$ cat config.mk
export PLATFORM = sky130hd
export DESIGN_NAME = hid_front
export DESIGN_NICKNAME = d
export VERILOG_FILES = /design/src/hw/rtl/assert_macros.svh /design/src/hw/rtl/hid_pkg.sv /design/src/hw/rtl/hid_front.sv
export SDC_FILE = /design/constraint.sdc
export NUM_CORES = 2
export LEC_CHECK = 0
export BUFFER_PORTS_ARGS = -buffer_cell sky130_fd_sc_hd__buf_2
export CAP_MARGIN = 30
export CORE_ASPECT_RATIO = 0.9
export CORE_UTILIZATION = 55
export CTS_BUF_LIST = sky130_fd_sc_hd__clkbuf_8
export CTS_CLUSTER_DIAMETER = 80
export DETAILED_ROUTE_END_ITERATION = 10
export GPL_ROUTABILITY_DRIVEN = 0
export PLACE_DENSITY = 0.79
export SLEW_MARGIN = 20
export SYNTH_ARGS = -nofsm -noshare
export SYNTH_HDL_FRONTEND = slang
export SYNTH_SLANG_ARGS = --single-unit
$ cat constraint.sdc
create_clock -name clk -period 6.3 [get_ports clk]
set_input_delay 0.315 -clock clk [delete_from_list [all_inputs] [get_ports clk]]
set_output_delay 0.315 -clock clk [all_outputs]
set_load 0.03 [all_outputs]
$ cat src/hw/rtl/assert_macros.svh
// Assertion macros shared by the RTL of the dropout block.
// Depends on nothing; simulation builds get the checks, synthesis gets empty bodies.
`ifndef ASSERT_MACROS_SVH
`define ASSERT_MACROS_SVH
`ifndef SYNTHESIS
`define ASSERT_CLK(label, clk, rst_n, prop, msg) \
    label: assert property (@(posedge clk) disable iff (!rst_n) (prop)) else $error(msg);
`define ASSERT_NEVER(label, clk, rst_n, cond, msg) \
    label: assert property (@(posedge clk) disable iff (!rst_n) !(cond)) else $error(msg);
`else
`define ASSERT_CLK(label, clk, rst_n, prop, msg)
`define ASSERT_NEVER(label, clk, rst_n, cond, msg)
`endif
`endif

$ cat src/hw/rtl/hid_pkg.sv
// Package of the hashed inverted dropout block: hash constants, register addresses, types.
// Used by every module of the block; depends on nothing.
`timescale 1ns / 1ps
`default_nettype none
package hid_pkg;
    localparam logic [31:0] K_SEED_HI = 32'h9e3779b9;
    localparam logic [31:0] K_RUN_LO  = 32'h85ebca6b;
    localparam logic [31:0] K_RUN_HI  = 32'hc2b2ae35;
    localparam logic [31:0] K_IDX_LO  = 32'h27d4eb2d;
    localparam logic [31:0] K_IDX_HI  = 32'h165667b1;
    localparam logic [31:0] K_FIN_A   = 32'h7feb352d;
    localparam logic [31:0] K_FIN_B   = 32'h846ca68b;
    localparam logic [31:0] QNAN      = 32'h7fc00000;
    localparam logic [31:0] SCALE_ONE = 32'h3f800000;
    localparam int          ADDR_BITS = 5;
    localparam logic [ADDR_BITS-1:0] A_SEED  = 5'd0;
    localparam logic [ADDR_BITS-1:0] A_RUN   = 5'd8;
    localparam logic [ADDR_BITS-1:0] A_THR   = 5'd16;
    localparam logic [ADDR_BITS-1:0] A_SCALE = 5'd24;

    // Item handed from front to back: value, hash base, index halves, last flag.
    typedef struct packed {
        logic [31:0] value;
        logic [31:0] h_base;
        logic [31:0] idx_lo;
        logic [31:0] idx_hi;
        logic        last;
    } front_item_t;

    typedef struct packed {
        logic [31:0] value;
        logic        kept;
        logic        last;
    } result_t;

    typedef struct packed {
        logic [63:0] seed;
        logic [63:0] run_id;
        logic [24:0] threshold;
        logic [31:0] scale;
    } cfg_t;
endpackage
`default_nettype wire

$ cat src/hw/rtl/hid_front.sv
// Front end: holds the element index, mixes the configuration part of the hash.
// Depends on hid_pkg.
`timescale 1ns / 1ps
`default_nettype none
module hid_front #(
    parameter int INDEX_BITS = 64
) (
    input  wire logic                  clk,
    input  wire logic                  rst_n,
    input  wire logic                  accept,
    input  wire logic [31:0]           value_in,
    input  wire logic                  is_last,
    input  wire hid_pkg::cfg_t         cfg,
    output hid_pkg::front_item_t       item
);
    logic [INDEX_BITS-1:0] index_reg, index_next;
    logic [63:0] idx64;

    assign idx64 = 64'(index_reg);
    assign index_next = is_last ? '0 : index_reg + INDEX_BITS'(1);

    always_ff @(posedge clk or negedge rst_n)
    begin
        if (!rst_n)
        begin
            index_reg <= '0;
        end
        else if (accept)
        begin
            index_reg <= index_next;
        end
    end

    logic [31:0] h_base;
    assign h_base = cfg.seed[31:0] ^ 32'(cfg.seed[63:32] * hid_pkg::K_SEED_HI)
                  ^ 32'(cfg.run_id[31:0] * hid_pkg::K_RUN_LO)
                  ^ 32'(cfg.run_id[63:32] * hid_pkg::K_RUN_HI);

    always_comb
    begin
        item.value  = value_in;
        item.h_base = h_base;
        item.idx_lo = idx64[31:0];
        item.idx_hi = idx64[63:32];
        item.last   = is_last;
    end
endmodule
`default_nettype wire

# --- After elaboration in Yosys (flattened, before gate mapping) ---
# Index checks and enable logic that the tools add are counted.
totals:
  mem_count: 0
  output_inout_bits: 129
  ram_bits: 0
  romBits: 0
  regBits: 64
  latch_bits: 0
op_classes:
  n_eq_ne: 0
  reduce_logical: 0
  bitwise: 3
  order_cmp: 0
  add_sub_neg: 1
  shift: 0
  mux: 1
  div_mod_pow: 0
  multipliers: 3
op_table:
  columns: ["cell", "count"]
  rows:
  - ["32-bit XOR", 3]
  - ["64-bit by 1-bit adder with 64-bit output, second input constant", 1]
  - ["32-bit by 32-bit multiplier with 32-bit output, second input constant", 2]
  - ["64-bit 2-to-1 mux", 1]
  - ["32-bit by 31-bit multiplier with 32-bit output, second input constant", 1]

# --- Logic depth before layout (Yosys ltp) ---
depth:
  depth_word: 4
  depth_mapped: 25

# --- Worst setup path before layout ---
# Ideal clock, no wire load.
synth_timing:
  path_kind: "input port to output port"
  startpoint: "input cfg[96] (netlist name)"
  endpoint: "output item[95] (netlist name)"
  path_slack_ps: -697
  path_stages: 23
  path_buffers: 0
  arrival_time_ps: 6682
  path_cell_list: "ha_1 -> inv_1 -> fa_1 -> inv_1 -> fa_1 -> fa_1 -> fa_1 -> inv_1 -> fa_1 -> inv_1 -> fa_1 -> fa_1 -> ha_1 -> a21o_1 -> a21o_1 -> a211o_1 -> a221o_1 -> a41oi_1 -> o21ba_2 -> o21ai_1 -> a41oi_1 -> xnor2_1 -> xor2_1"
synth_lines:
  columns: ["item", "line_no", "rtl"]
  rows:
  - ["start, declared", "hid_front.sv:13", "input wire hid_pkg::cfg_t cfg,"]
  - ["end, declared", "hid_front.sv:14", "output hid_pkg::front_item_t item"]

==> out/results.md <==
| Parameter | Value | Unit |
|---|---|---|
| Unrepaired setup endpoints after global routing | true | - |
| Ratio of final minimum period to clock period | 122 | % |
| Kind of start point of the critical path | primary input | - |
| Die H | 226 | um |
| Clock tree from TritonCTS | yes | - |
| Standard cell with the maximum stage delay on the critical path | fa_1 | - |
| Initial detailed-routing violation count | 2,309 | - |
| Register cell area after layout | 1600 | um2 |
| GRT Overall Usage | 35.2 | % |
| Number of antenna violations at the first check in global routing | 1 | - |
| Number of nets in the layout | 5,233 | - |
| Final antenna diode count | 0 | - |
| Number of I/O port buffers | 228 | - |
| Maximum fanout along the worst path | 2 | - |
| Achievable frequency | 0.130 | GHz |
| Pins over their slew limit | 0 | - |
| Critical path class | in2out | - |
| Actual transition at the worst max-transition pin | 0.817 | ns |
| Number of setup violations in the final report | 17 | - |
| First-pass GRT wire length | 151,000 | um |
| Post-CTS clock slew at the launch and capture registers of the worst setup and hold paths | 0.07 | ns |
| Final period demand of the worst path | 7.67 | ns |
| Placed Area | 36,900 | um2 |
| Total Die Area | 56,800 | um2 |
| Post-synth EDFFs | 0 | - |
| Maximum number of pins on one net before global-route repair | 65 | - |
| Filler cells | 3,533 | - |
| Warnings, synthesis | 0 | - |
| Final Hold Violating Endpoints | 0 | - |
| Worst setup slack after layout | -1.37 | ns |
| Area taken by multi-input logic gates | 26,900 | um2 |
| Commonest cells after routing, fill and taps aside | 868 x inv_1, 596 x fa_1, 540 x buf_4 | - |
| Synth Flop Type | dfrtp_1 | - |
| Number of buffers on the longest clock path | 2 | - |
| Post-route cell area | 38,800 | um2 |
| Synthesis-to-finish area growth | 26.1 | % |
| Status | finished with violations | - |
| Post-detailed-placement half-perimeter wirelength | 84,500 | um |
| # hold bufs at CTS | 0 | - |
| Slew margin rel. | 45.6 | % |
| Floorplan die width | 251 | um |
| Number of maximum-capacitance constraint violations | 0 | - |
| Worst Setup End Kind | output pin | - |
| Initial core utilization | 56.2 | % |
| Post-synth design cell area | 30,700 | um2 |
| First drt pass iteration count | 9 | - |
| CP Data Arrival Time | 7.35 | ns |
| Flop2flop setup slack | 3.22 | ns |
| Number of levels in the clock H-tree | 3 | - |
| Most common library cell in the layout ignoring fill and taps | inv_1 | - |
| CTS buffer count | 9 | - |
| Cell Rows | 81 | - |
| Detail Route Antenna Nets | 0 | - |
| Fraction of layout instances using a drive strength above 1 | 27.9 | % |
| Data required time of the worst path | 5.98 | ns |
| Number of top-level pins | 350 | - |
| Post-Syn Nets | 4,473 | - |
| Avg Cell Area, Syn | 10.1 | um2 |
| Number of library cell types mapped by synthesis | 61 | - |
| Via count of the first global-routing pass | 27,422 | - |
| Failing checks | setup timing | - |
| FF+latch count, synth | 64 | - |
| HP Class | in2async | - |
| Max stage delay on crit path | 0.81 | ns |
| Fraction of synthesis flops using an asynchronous set or reset pin | 100 | % |
| Worst setup path startpoint | cfg[170] | - |
| Core area | 54,700 | um2 |
| Chain of cells forming the critical path | buf_2, inv_1, fa_1, inv_1, fa_1, inv_1, fa_1, fa_1, fa_1, fa_1, fa_1, fa_1, xnor2_1, xnor2_1, xnor2_1, xnor2_1, xnor2_1, xnor2_1, xnor2_1, xnor2_1, xnor2_2, buf_6 | - |
| Gate Count Post-Synth | 3,045 | - |
| DR WL/cell | 23.1 | um |
| Startpoint of the worst-slack reg-to-reg timing path | idx64[12]$_DFFE_PN0P_ | - |
| Clock sink count | 64 | - |
| Total routed wirelength | 105,000 | um |
| Maximum clock skew at final layout | 0.0110 | ns |
| Clock latency reported for the late side of the worst-skew pair | 0.34 | ns |
| Residual DRC count | 0 | - |
| Clk Tree Root Cell | clkbuf_8 | - |
| Average vias per placed instance | 5.64 | - |
| Part of the Yosys area used for sequential elements | 5.21 | % |
| DR vias | 25,487 | - |
| Global-route congestion overflow total | 0 | - |
| Flip-flop count of the largest register, all copies and words added | 64 | - |
kinds of logic after synthesis:
group / synth area share (%)
compound gates: 4.63
xor+xnor: 9.21
fa+ha+maj: 64.4
buf+inv: 12.2
flops: 5.21
mux: 0.0733
simple gates: 4.29
timing repair:
| item | 4_1_cts | 5_1_grt |
|---|---|---|
| pin swaps | 108 | 101 |
| buffers inserted | 12 | 8 |
| gates cloned | 0 | 0 |
| setup endpoints to repair | 17 | 18 |
| resized for setup | 210 | 121 |
final timing paths:
path,to,cells past startpoint
setup / recovery,item[96],22
hold / removal,idx64[1]$_DFFE_PN0P_,2
setup reg to reg,idx64[63]$_DFFE_PN0P_,10
hold reg to reg,idx64[63]$_DFFE_PN0P_,2
max in group asynchronous,idx64[59]$_DFFE_PN0P_,2
min in group clk,idx64[2]$_DFFE_PN0P_,2
routing by layer:
layer / up-vias / wire length (um) / GRT usage, %
li1: 10754 / - / -
met1: 12545 / 36500 / 43.5
met2: 1630 / 47200 / 57.9
met3: 556 / 12000 / 7.99
met4: 2 / 8900 / 18.7
met5: - / 10 / 0
synth_stat cells (all sizes together) (3+ instances only):
cell    number  area [um2]
fa         624       12500
o31ai        5        37.5
and2         6        37.5
o211ai       6        45.0
a211o        3        26.3
and3        13        91.3
o21a         9        67.6
o22ai        6        37.5
a31oi        3        18.8
ha         583        7290
buf         33         248
nor2        84         323
o41ai        3        26.3
nor2b        6        37.5
or3         18         113
xor2        70         613
a21o        35         263
nand4       14        93.8
o21bai       9        67.6
o21ai       48         240
nand2b       7        43.8
nand2       52         195
xnor2      248        2170
nor3        17         101
nand3       22         115
inv        926        3480
and4        10        90.1
a31o         5        43.8
a211oi       7        52.6
clkbuf       9        33.8
a21oi       71         355
dfrtp       64        1600
cell type report:
type	instances	area share, %
tap	705	2.28
inverter	926	9.03
multi-input combinational	2013	69.3
clock buffer	10	0.355
timing repair buffer	791	14.7
clock inverter	6	0.155
sequential	64	4.13
worst max-delay path: cells and delay by family:
kind	cells	cell delay, ns
xor gates and xnor gates	9	1.79
buffers and inverters	5	0.71
adders and majority gates	8	4.52
per-stage QoR:
stage	utilization [%]	hold WS, ns	TNS, ns	instances	setup slack [ns]
2_1_floorplan	-	0.0194	-1.54	3045	-0.386
3_3_place_gp	67.4	0.517	-8.74	4483	-0.956
3_5_place_dp	67.4	0.522	-10.63	4484	-1.09
4_1_cts	69.7	0.165	-7.52	4509	-0.913
5_1_grt	70.8	0.206	-13.92	4515	-1.54
6_report	70.8	0.142	-11.31	4515	-1.37
Power is left out: the tool's default activity adds up to more than one toggle a clock period on the data nets, which glitch-free logic cannot reach.
